===== config.mk =====
export PLATFORM = sky130hd
export DESIGN_NAME = binomial_mod_pascal_top
export DESIGN_NICKNAME = d
export VERILOG_FILES = /design/src/rtl/bmp_pkg.sv /design/src/rtl/bmp_add_mod.sv /design/src/rtl/binomial_mod_pascal_top.sv
export SDC_FILE = /design/constraint.sdc
export NUM_CORES = 2
export LEC_CHECK = 0
export BUFFER_PORTS_ARGS = -buffer_cell sky130_fd_sc_hd__buf_4
export CAP_MARGIN = 20
export CORE_ASPECT_RATIO = 1.25
export CORE_MARGIN = 8
export CORE_UTILIZATION = 60
export DETAILED_ROUTE_END_ITERATION = 10
export GPL_TIMING_DRIVEN = 0
export PLACE_DENSITY = 0.77
export REMOVE_ABC_BUFFERS = 1
export SYNTH_ARGS = -nofsm -noshare
export SYNTH_HDL_FRONTEND = slang
export SYNTH_HIERARCHICAL = 1
export SYNTH_SLANG_ARGS = --single-unit
export TNS_END_PERCENT = 30

===== constraint.sdc =====
create_clock -name i_clk -period 16.9 [get_ports i_clk]
set_input_delay 1.69 -clock i_clk [delete_from_list [all_inputs] [get_ports i_clk]]
set_output_delay 1.69 -clock i_clk [all_outputs]
set_load 0.05 [all_outputs]

===== src/rtl/bmp_pkg.sv =====
`timescale 1ns / 1ps

package bmp_pkg;

    // field widths
    localparam int IN_W    = 7;
    localparam int VALUE_W = 30;
    localparam int MOD_W   = 31;

    // modulus limits and reset value
    localparam logic [MOD_W-1:0] MOD_MIN   = 31'd2;
    localparam logic [MOD_W-1:0] MOD_MAX   = 31'd1073741824;
    localparam logic [MOD_W-1:0] MOD_RESET = 31'd1000000007;

    // sequencer states
    typedef enum logic [2:0] {
        S_IDLE,
        S_ROW0,
        S_ROW,
        S_PRIME,
        S_STEP,
        S_READ,
        S_DONE
    } t_state;

endpackage


===== src/rtl/bmp_add_mod.sv =====
`timescale 1ns / 1ps

module bmp_add_mod
    import bmp_pkg::*;
(
    input  logic [VALUE_W-1:0] i_a,
    input  logic [VALUE_W-1:0] i_b,
    input  logic [MOD_W-1:0]   i_mod,
    output logic [VALUE_W-1:0] o_sum
);

    logic [MOD_W-1:0] sum;
    logic [MOD_W-1:0] red;

    // one add and one conditional subtract, operands already below the modulus
    assign sum   = {1'b0, i_a} + {1'b0, i_b};
    assign red   = (sum >= i_mod) ? (sum - i_mod) : sum;
    assign o_sum = red[VALUE_W-1:0];

endmodule


===== src/rtl/binomial_mod_pascal_top.sv =====
`timescale 1ns / 1ps
// Binomial coefficient C(total, choose) modulo a configurable modulus.
// Input beats on the s_axis group carry total in tdata[6:0] and choose in
// tdata[13:7]. Each result beat on m_axis carries the value in tdata[29:0]
// and the bad_request flag in tuser. Choose above total, or total above
// MAX_TOTAL, yields value 0 with the flag set.
// The modulus is written through the cfg channel (always ready); values
// below 2 are taken as 2 and above 2^30 as 2^30. It must be written only
// while no query is in flight.
// Each query rebuilds Pascal's triangle up to row total in an internal row
// memory with one shared modular adder, writing one entry at a time. Each
// row r from 2 up writes its right end, fetches the first upper entries
// and then walks down the row; throughput is bound by the single adder and
// the single read port of the row memory.
// A refused query (total above MAX_TOTAL) skips the row build and goes
// straight to the result. s_axis_tready is high only while the sequencer
// is idle; a result in the output register does not block the next query.
// If the receiver stalls, the sequencer holds its next result until the
// output register frees. Reset (synchronous, active low) idles the
// sequencer, drops the output beat and restores the default modulus.

module binomial_mod_pascal_top
    import bmp_pkg::*;
#(
    parameter int MAX_TOTAL = 64
) (
    input  logic              i_clk,
    input  logic              i_rst_n,
    // query channel
    input  logic              i_s_axis_tvalid,
    output logic              o_s_axis_tready,
    input  logic [15:0]       i_s_axis_tdata,   // total[6:0], choose[13:7], zero fill
    // result channel
    output logic              o_m_axis_tvalid,
    input  logic              i_m_axis_tready,
    output logic [31:0]       o_m_axis_tdata,   // value[29:0], zero fill
    output logic              o_m_axis_tuser,   // bad_request
    // modulus write channel
    input  logic              i_cfg_valid,
    output logic              o_cfg_ready,
    input  logic [MOD_W-1:0]  i_cfg_data
);

    localparam int AW = $clog2(MAX_TOTAL + 1);
    localparam int CW = (AW > IN_W) ? AW : IN_W;

    t_state              r_state, n_state;
    logic [MOD_W-1:0]    r_mod;
    logic [AW-1:0]       r_total, n_total;
    logic [AW-1:0]       r_choose, n_choose;
    logic                r_bad, n_bad;
    logic                r_refused, n_refused;
    logic [AW-1:0]       r_row, n_row;
    logic [AW-1:0]       r_col, n_col;
    logic [VALUE_W-1:0]  r_hi, n_hi;
    logic                r_out_valid;
    logic [VALUE_W-1:0]  r_out_value;
    logic                r_out_bad;

    // row memory controls
    logic                mem_we;
    logic [AW-1:0]       mem_wa;
    logic [VALUE_W-1:0]  mem_wd;
    logic                mem_re;
    logic [AW-1:0]       mem_ra;
    logic [VALUE_W-1:0]  r_rd;
    logic [VALUE_W-1:0]  mem [0:MAX_TOTAL];

    logic [VALUE_W-1:0]  sum;
    logic                in_beat;
    logic                load_out;
    logic [IN_W-1:0]     in_total;
    logic [IN_W-1:0]     in_choose;

    assign in_total        = i_s_axis_tdata[IN_W-1:0];
    assign in_choose       = i_s_axis_tdata[2*IN_W-1:IN_W];
    assign o_s_axis_tready = (r_state == S_IDLE);
    assign in_beat         = i_s_axis_tvalid && o_s_axis_tready;
    assign o_cfg_ready     = 1'b1;

    // shared modular adder
    bmp_add_mod u_add (
        .i_a   (r_hi),
        .i_b   (r_rd),
        .i_mod (r_mod),
        .o_sum (sum)
    );

    // modulus register, clamped on write
    always_ff @(posedge i_clk) begin
        if (!i_rst_n) begin
            r_mod <= MOD_RESET;
        end else if (i_cfg_valid && o_cfg_ready) begin
            if (i_cfg_data < MOD_MIN) begin
                r_mod <= MOD_MIN;
            end else if (i_cfg_data > MOD_MAX) begin
                r_mod <= MOD_MAX;
            end else begin
                r_mod <= i_cfg_data;
            end
        end
    end

    // row memory, registered read
    always_ff @(posedge i_clk) begin
        if (mem_we) begin
            mem[mem_wa] <= mem_wd;
        end
        if (mem_re) begin
            r_rd <= mem[mem_ra];
        end
    end

    // sequencer state
    always_ff @(posedge i_clk) begin
        if (!i_rst_n) begin
            r_state <= S_IDLE;
        end else begin
            r_state <= n_state;
        end
    end

    // sequencer payload
    always_ff @(posedge i_clk) begin
        r_total   <= n_total;
        r_choose  <= n_choose;
        r_bad     <= n_bad;
        r_refused <= n_refused;
        r_row     <= n_row;
        r_col     <= n_col;
        r_hi      <= n_hi;
    end

    // next state and memory control
    always_comb begin
        n_state   = r_state;
        n_total   = r_total;
        n_choose  = r_choose;
        n_bad     = r_bad;
        n_refused = r_refused;
        n_row     = r_row;
        n_col     = r_col;
        n_hi      = r_hi;
        mem_we    = 1'b0;
        mem_wa    = r_col;
        mem_wd    = sum;
        mem_re    = 1'b0;
        mem_ra    = r_col - AW'(1);
        load_out  = 1'b0;
        unique case (r_state)
            S_IDLE: begin
                if (in_beat) begin
                    n_total   = AW'(in_total);
                    n_choose  = AW'(in_choose);
                    n_refused = (CW'(in_total) > CW'(MAX_TOTAL));
                    n_bad     = (CW'(in_total) > CW'(MAX_TOTAL)) || (in_choose > in_total);
                    n_row     = AW'(1);
                    n_state   = (CW'(in_total) > CW'(MAX_TOTAL)) ? S_DONE : S_ROW0;
                end
            end
            S_ROW0: begin
                mem_we  = 1'b1;
                mem_wa  = '0;
                mem_wd  = VALUE_W'(1);
                n_state = (r_total == '0) ? S_READ : S_ROW;
            end
            S_ROW: begin
                // right end of the row, then fetch the upper neighbor of r-1
                mem_we = 1'b1;
                mem_wa = r_row;
                mem_wd = VALUE_W'(1);
                if (r_row == AW'(1)) begin
                    if (r_total == r_row) begin
                        n_state = S_READ;
                    end else begin
                        n_row = r_row + AW'(1);
                    end
                end else begin
                    mem_re  = 1'b1;
                    mem_ra  = r_row - AW'(1);
                    n_col   = r_row - AW'(1);
                    n_state = S_PRIME;
                end
            end
            S_PRIME: begin
                n_hi    = r_rd;
                mem_re  = 1'b1;
                mem_ra  = r_col - AW'(1);
                n_state = S_STEP;
            end
            S_STEP: begin
                // entry j = old[j] + old[j-1], walking down the row
                mem_we = 1'b1;
                mem_wa = r_col;
                mem_wd = sum;
                n_hi   = r_rd;
                if (r_col == AW'(1)) begin
                    if (r_total == r_row) begin
                        n_state = S_READ;
                    end else begin
                        n_row   = r_row + AW'(1);
                        n_state = S_ROW;
                    end
                end else begin
                    mem_re = 1'b1;
                    mem_ra = r_col - AW'(2);
                    n_col  = r_col - AW'(1);
                end
            end
            S_READ: begin
                mem_re  = !r_bad;
                mem_ra  = r_choose;
                n_state = S_DONE;
            end
            S_DONE: begin
                if (!r_out_valid || i_m_axis_tready) begin
                    load_out = 1'b1;
                    n_state  = S_IDLE;
                end
            end
            default: begin
                n_state = S_IDLE;
            end
        endcase
    end

    // output register
    always_ff @(posedge i_clk) begin
        if (!i_rst_n) begin
            r_out_valid <= 1'b0;
        end else if (load_out) begin
            r_out_valid <= 1'b1;
        end else if (i_m_axis_tready) begin
            r_out_valid <= 1'b0;
        end
    end

    always_ff @(posedge i_clk) begin
        if (load_out) begin
            r_out_value <= r_bad ? '0 : r_rd;
            r_out_bad   <= r_bad;
        end
    end

    assign o_m_axis_tvalid = r_out_valid;
    assign o_m_axis_tdata  = {{(32 - VALUE_W){1'b0}}, r_out_value};
    assign o_m_axis_tuser  = r_out_bad;

`ifndef SYNTHESIS
    // read and write of the row memory never hit the same entry in one cycle
    a_no_rw_clash: assert property (@(posedge i_clk) disable iff (!i_rst_n)
        (mem_we && mem_re) |-> (mem_wa != mem_ra))
        else $error("row memory read and write at the same address");

    // a flagged result always carries a zero value
    a_bad_zero: assert property (@(posedge i_clk) disable iff (!i_rst_n)
        (o_m_axis_tvalid && o_m_axis_tuser) |-> (o_m_axis_tdata == '0))
        else $error("bad request with nonzero value");

    // effective modulus stays within its range
    a_mod_range: assert property (@(posedge i_clk) disable iff (!i_rst_n)
        (r_mod >= MOD_MIN) && (r_mod <= MOD_MAX))
        else $error("modulus out of range");

    // inner walk stays strictly inside the current row
    a_col_range: assert property (@(posedge i_clk) disable iff (!i_rst_n)
        (r_state == S_STEP) |-> ((r_col >= AW'(1)) && (r_col < r_row)))
        else $error("column index outside row");

    // an accepted query leaves the idle state
    a_busy_after_accept: assert property (@(posedge i_clk) disable iff (!i_rst_n)
        in_beat |=> (r_state != S_IDLE))
        else $error("query accepted but sequencer stayed idle");
`endif

endmodule

; After elaboration in Yosys (flattened, before gate mapping)
; Memories as Yosys holds them, arrays and structs flattened. A register that Yosys moved wholly into a read port is not among the register bits.
; Index checks and enable logic that the tools add are counted.
[word_totals]
ff_bits = 125
ram_bits = 1950
output_inout_bits = 36
wordCells = 91
memories = 1
[memory_table]
columns = name, depth, word_bits, rd, rd_ports_with_merged_regs, write_ports, line_no
row1 = mem, 65, 30, 1, 1, 1, binomial_mod_pascal_top.sv:67  ; logic [VALUE_W-1:0] mem [0:MAX_TOTAL];
[classes]
add_sub_neg = 6
order_cmp = 5
n_eq_ne = 16
mux = 35
n_reduce_logical = 17
[op_table]
columns = cell, count
row1 = $mux 31, 2
row2 = $mux 30, 2
row3 = $mux 7, 8
row4 = $pmux 7 s3, 2
row5 = $add 30x30->31, 1
row6 = $ge 31x31->1, 1
row7 = $gt 31x31->1 const B, 1
row8 = $lt 31x2->1 const B, 1
row9 = $sub 30x30->30, 1
row10 = $pmux 7 s2, 2
row11 = $mux 3, 8
row12 = $pmux 3 s7, 1
row13 = $eq 7x1->1 const B, 2
row14 = $sub 7x1->7 const B, 2
row15 = $ne 2x2->1 const B, 5
row16 = $eq 3x3->1 const B, 3
row17 = $mux 1, 9
row18 = $reduce_and 4->1, 2
row19 = $add 7x1->7 const B, 1
row20 = $eq 7x7->1, 1
row21 = $gt 7x7->1, 1
row22 = $gt 7x7->1 const B, 1
row23 = $logic_not 7->1, 1
row24 = $sub 7x2->7 const B, 1
row25 = other kinds (15), 20

; Longest topological paths before layout
[logic_depth]
word_depth = 5
ltp_mapped = 23
mapped_depth_nobuf = 22

; Cells and area by module
; Netlist, hierarchy kept.
[modules_own_cells]
columns = module, instances, cells_each, area_per_inst_um2
row1 = binomial_mod_pascal_top, 1, 5550, 83416.3
row2 = bmp_add_mod, 1, 513, 3535.9

; Worst setup path before layout
; OpenSTA, ideal clock, no wires.
[synth_path]
kind = reg2reg
start = reg r_rd[0] (read register of mem)
end = mem mem[0][25], data pin
arrival_time_ps = 5233
t_required_ps = 16530
setup_slack_ps = 11297
stages_incl_launch_ff = 24
n_path_buf = 1
period_less_slack_ps = 5603
cell_sequence = edfxtp_1 > ha_1 > inv_1 > fa_1 > nor2b_1 > o2111ai_2 > a21oi_1 > o31a_1 > a221oi_2 > o21ai_1 > a311o_1 > xnor2_2 > inv_1 > ha_1 > and3_1 > nand4_1 > or4_1 > o21ai_2 > a31o_2 > o41ai_4 > buf_6 > nor3_1 > a21o_1 > and2_1
[synth_via]
elab_chain_cells = 4
word_cells_on_any_way = 5
cone_classes = add/sub (2) / order compare (1) / mux (2)
[synth_lines]
columns = element, line_no
row1 = from (decl), binomial_mod_pascal_top.sv:66  ; logic [VALUE_W-1:0] r_rd;
row2 = $add 30x30->31 *, bmp_add_mod.sv:16  ; assign sum = {1'b0, i_a} + {1'b0, i_b};
row3 = $sub 30x30->30 or $ge 31x31->1 (tied branches), bmp_add_mod.sv:17  ; assign red = (sum >= i_mod) ? (sum - i_mod) : sum;
row4 = $mux 30 *, bmp_add_mod.sv:17
row5 = named net sum[25], binomial_mod_pascal_top.sv:69  ; logic [VALUE_W-1:0] sum;
row6 = $mux 30 *, binomial_mod_pascal_top.sv:150  ; unique case (r_state)
row7 = named net mem_wd[25], binomial_mod_pascal_top.sv:63  ; logic [VALUE_W-1:0] mem_wd;
row8 = to (decl), binomial_mod_pascal_top.sv:67
; Mark *: on every way through the listed nets, which the timed path passes. The rest lies on a longest branch.

; Worst setup path after layout
[layout_path]
start = reg r_rd[0] (read register of mem)
end = mem mem[5][4], data pin
; The elaborated chain is that of the path after synthesis.

==> summary.md <==
| Metric | Value |
|---|---|
| Post-Place Setup Slack | 10.13 ns |
| Crit. End Element | flip-flop |
| Post-synth top area cell | edfxtp_1 |
| Routability cong. | 0.9332 |
| Final worst slack | 9.883 ns |
| Die height | 441.6 µm |
| Count of different cell masters after synthesis | 89 |
| Hold Path End | r_mod[1] |
| Total Wirelength | 253,800 µm |
| H-tree Lvls | 4 |
| RSZ-0062 raised after global routing | false |
| Chip width | 356.5 µm |
| Post-layout minimum cycle time | 7.017 ns |
| Pre-antenna DRT Iters | 6 |
| CTS tree | done |
| Post-CTS setup buffer count | 0 |
| Slew margin rel. | 8.602% |
| Vias per cell | 6.810 |
| Post-synthesis async set-or-reset flop share | 0% |
| R2r setup slk | 9.88 ns |
| Vias in the first global route | 54,060 |
| # hold bufs at CTS | 0 |
| Area of the core | 0.1442 mm² |
| R2r worst-path depth | 24 |
| Routed via count | 55,816 |
| Fin area | 0.09898 mm² |
| DRC errors left | 0 |
| Synth Area per Inst | 14.34 µm² |
| Synth Instances | 6,063 |
| RR Endpoint | mem[5][4] |
| TritonCTS Buffers | 186 |
| DP Wirelength | 161,600 µm |
| Largest net degree at the start of global routing | 85 |
| Worst Path Arrival | 7.65 ns |
| Clock transition at path regs | 0.06 ns |
| WL per Instance | 30.97 µm |
| Grt total ovfl | 0 |
| Max-cap violations | 0 |
| I/O Buffers | 82 |
| Fill count | 8,916 |
| Min Hold Slack | 0.4925 ns |
| CTS sink count | 2,105 |
| Clock Path Buffers | 3 |
| Layout cell share with drive strength beyond 1 | 11.54% |
| Total GRT Usage | 31.34% |
| Worst-Skew Late Latency | 0.83 ns |
| Max Freq | 0.1425 GHz |
| Dpl cell area | 0.09282 mm² |
| Post-synth top flop | edfxtp_1 |
| DRT iter0 DRCs | 8,136 |
| Post_cts resized | 0 |
| Final Skew | 0.03201 ns |
| Final Hold Vio Count | 0 |
| Synth Register Bits | 2,105 |
| Post-Syn Area | 0.08695 mm² |
| Crit Path Max Fanout | 33 |
| Final net count | 6,257 |
| Worst Tran Pin Value | 1.362 ns |
| Worst hold stages | 2 |
| Area added between synthesis and finish | 13.84% |
| Crit path launch type | flip-flop |
| Synth warn | 6 |
| WS Path Type | reg2reg |
| Most common cell after layout, fill and taps aside | edfxtp_1 |
| Most frequent cells in the layout | edfxtp_1 (2,070), nand2_1 (830), mux2i_1 (340) |
| Min-delay worst type | reg2reg |
| Synth top area cells | edfxtp_1 (71%), mux2i_1 (3.9%), nand2_1 (3.6%) |
| Final setup fails | 0 |
| First-pass GRT wire length | 361,500 µm |
| CP Data Required Time | 17.53 ns |
| HP Start | r_mod[1] |
| Period utilization | 41.52% |
| Outcome | finished, final reports clean |
| Final Slew Violations | 0 |
| Post-synthesis sequential area ratio | 72.29% |
| Site Rows | 156 |
| Antenna Nets Post-Route | 0 |
| Initial Util | 60.28% |
| Die area | 0.1574 mm² |
| Yosys top cell area share | 71.49% |
| Root buffer cell | clkbuf_16 |
| I/O Pins | 88 |
| Initial antenna violation count | 22 |
| EDFF count, synth | 2,070 |
| Launch point of the worst reg-to-reg path | r_rd[0] |
-- cell families (layout without fill, tap and decap cells) --
group	count (synthesis)	after routing	synth area share [%]
other	2	18	0.008637
adder cells (fa/ha/maj)	77	77	1.125
buffers and inverters	493	714	2.430
AO/OA/AOI/OAI	1272	1272	10.02
multiplexers	349	349	4.069
AND/OR/NAND/NOR	1688	1688	9.260
XOR/XNOR	77	77	0.7929
flip-flops	2105	2105	72.29
-- how the worst max path moves through the flow --
stage,slack [ns],end,startpoint
final,9.88,mem[5][4],r_rd[0]
after global routing,9.67,mem[7][4],r_rd[0]
after CTS,10.08,mem[25][4],r_rd[0]
after detailed placement,10.13,mem[0][1],r_rd[0]
after global placement,-24.56,r_rd[17],r_state[0]
after floorplan,-0.60,r_rd[27],r_state[1]
-- state kept, by name, summed over array words and instances (netlist names), 3 cells and up --
name / cells
r_rd: 30
mem: 1950
r_out_value: 30
r_row: 7
r_choose: 7
r_state: 3
r_mod: 31
r_col: 7
r_total: 7
r_hi: 30
-- metal layers --
layer | GRT usage, % | wire [µm]
met1 | 38.38 | 84120
met2 | 48.23 | 117300
met3 | 7.650 | 30650
met4 | 23.70 | 21710
met5 | 0 | 48
-- synthesized netlist by cell type (71+ instances only) --
cell / instances
edfxtp_1: 2070
clkbuf_1: 244
o211ai_1: 93
buf_2: 107
a211oi_1: 154
nor2b_1: 71
inv_1: 86
nor2_1: 138
nand2_1: 837
a32oi_1: 117
nand3_1: 181
ha_1: 75
mux2i_1: 340
and3_1: 211
o21ai_0: 259
a21oi_1: 229
-- cell type report --
type	count	area (µm²)	area share [%]
clock buffers	238	5007	5.059
well taps	1896	2372	2.397
flip-flops and latches	2105	62860	63.50
repair buffers	283	4586	4.633
diodes	15	37.54	0.03792
inverters	86	322.8	0.3261
clock inverters	107	1077	1.088
multi-input cells	3466	22720	22.95
-- critical path, cell delays in order (launching register included) --
cell,delay [ns]
edfxtp_1,0.45
ha_1,0.25
inv_1,0.07
fa_1,0.21
nor2b_1,0.08
o2111ai_2,0.21
a21oi_1,0.13
o31a_1,0.36
a221oi_2,0.47
o21ai_1,0.24
a311o_1,0.41
xnor2_2,0.17
inv_1,0.06
ha_1,0.36
a21o_1,0.21
a21o_1,0.17
a21oi_1,0.34
o21ai_2,0.16
o41ai_4,0.75
buf_6,0.28
buf_6,0.21
nand2_1,0.07
o21ai_0,0.09
and2_2,0.70
buf_12,0.29
-- stage by stage --
step	instances	utilization (%)	TNS, ns
final	8196	68.62	0
after global routing	8186	68.61	0
after CTS	8174	68.56	0
after detailed placement	7829	64.35	0
after global placement	7635	61.11	-718.86
after floorplan	5657	-	-16.89
Power is left out: the tool's default activity adds up to more than one toggle a clock period on the data nets, which glitch-free logic cannot reach.
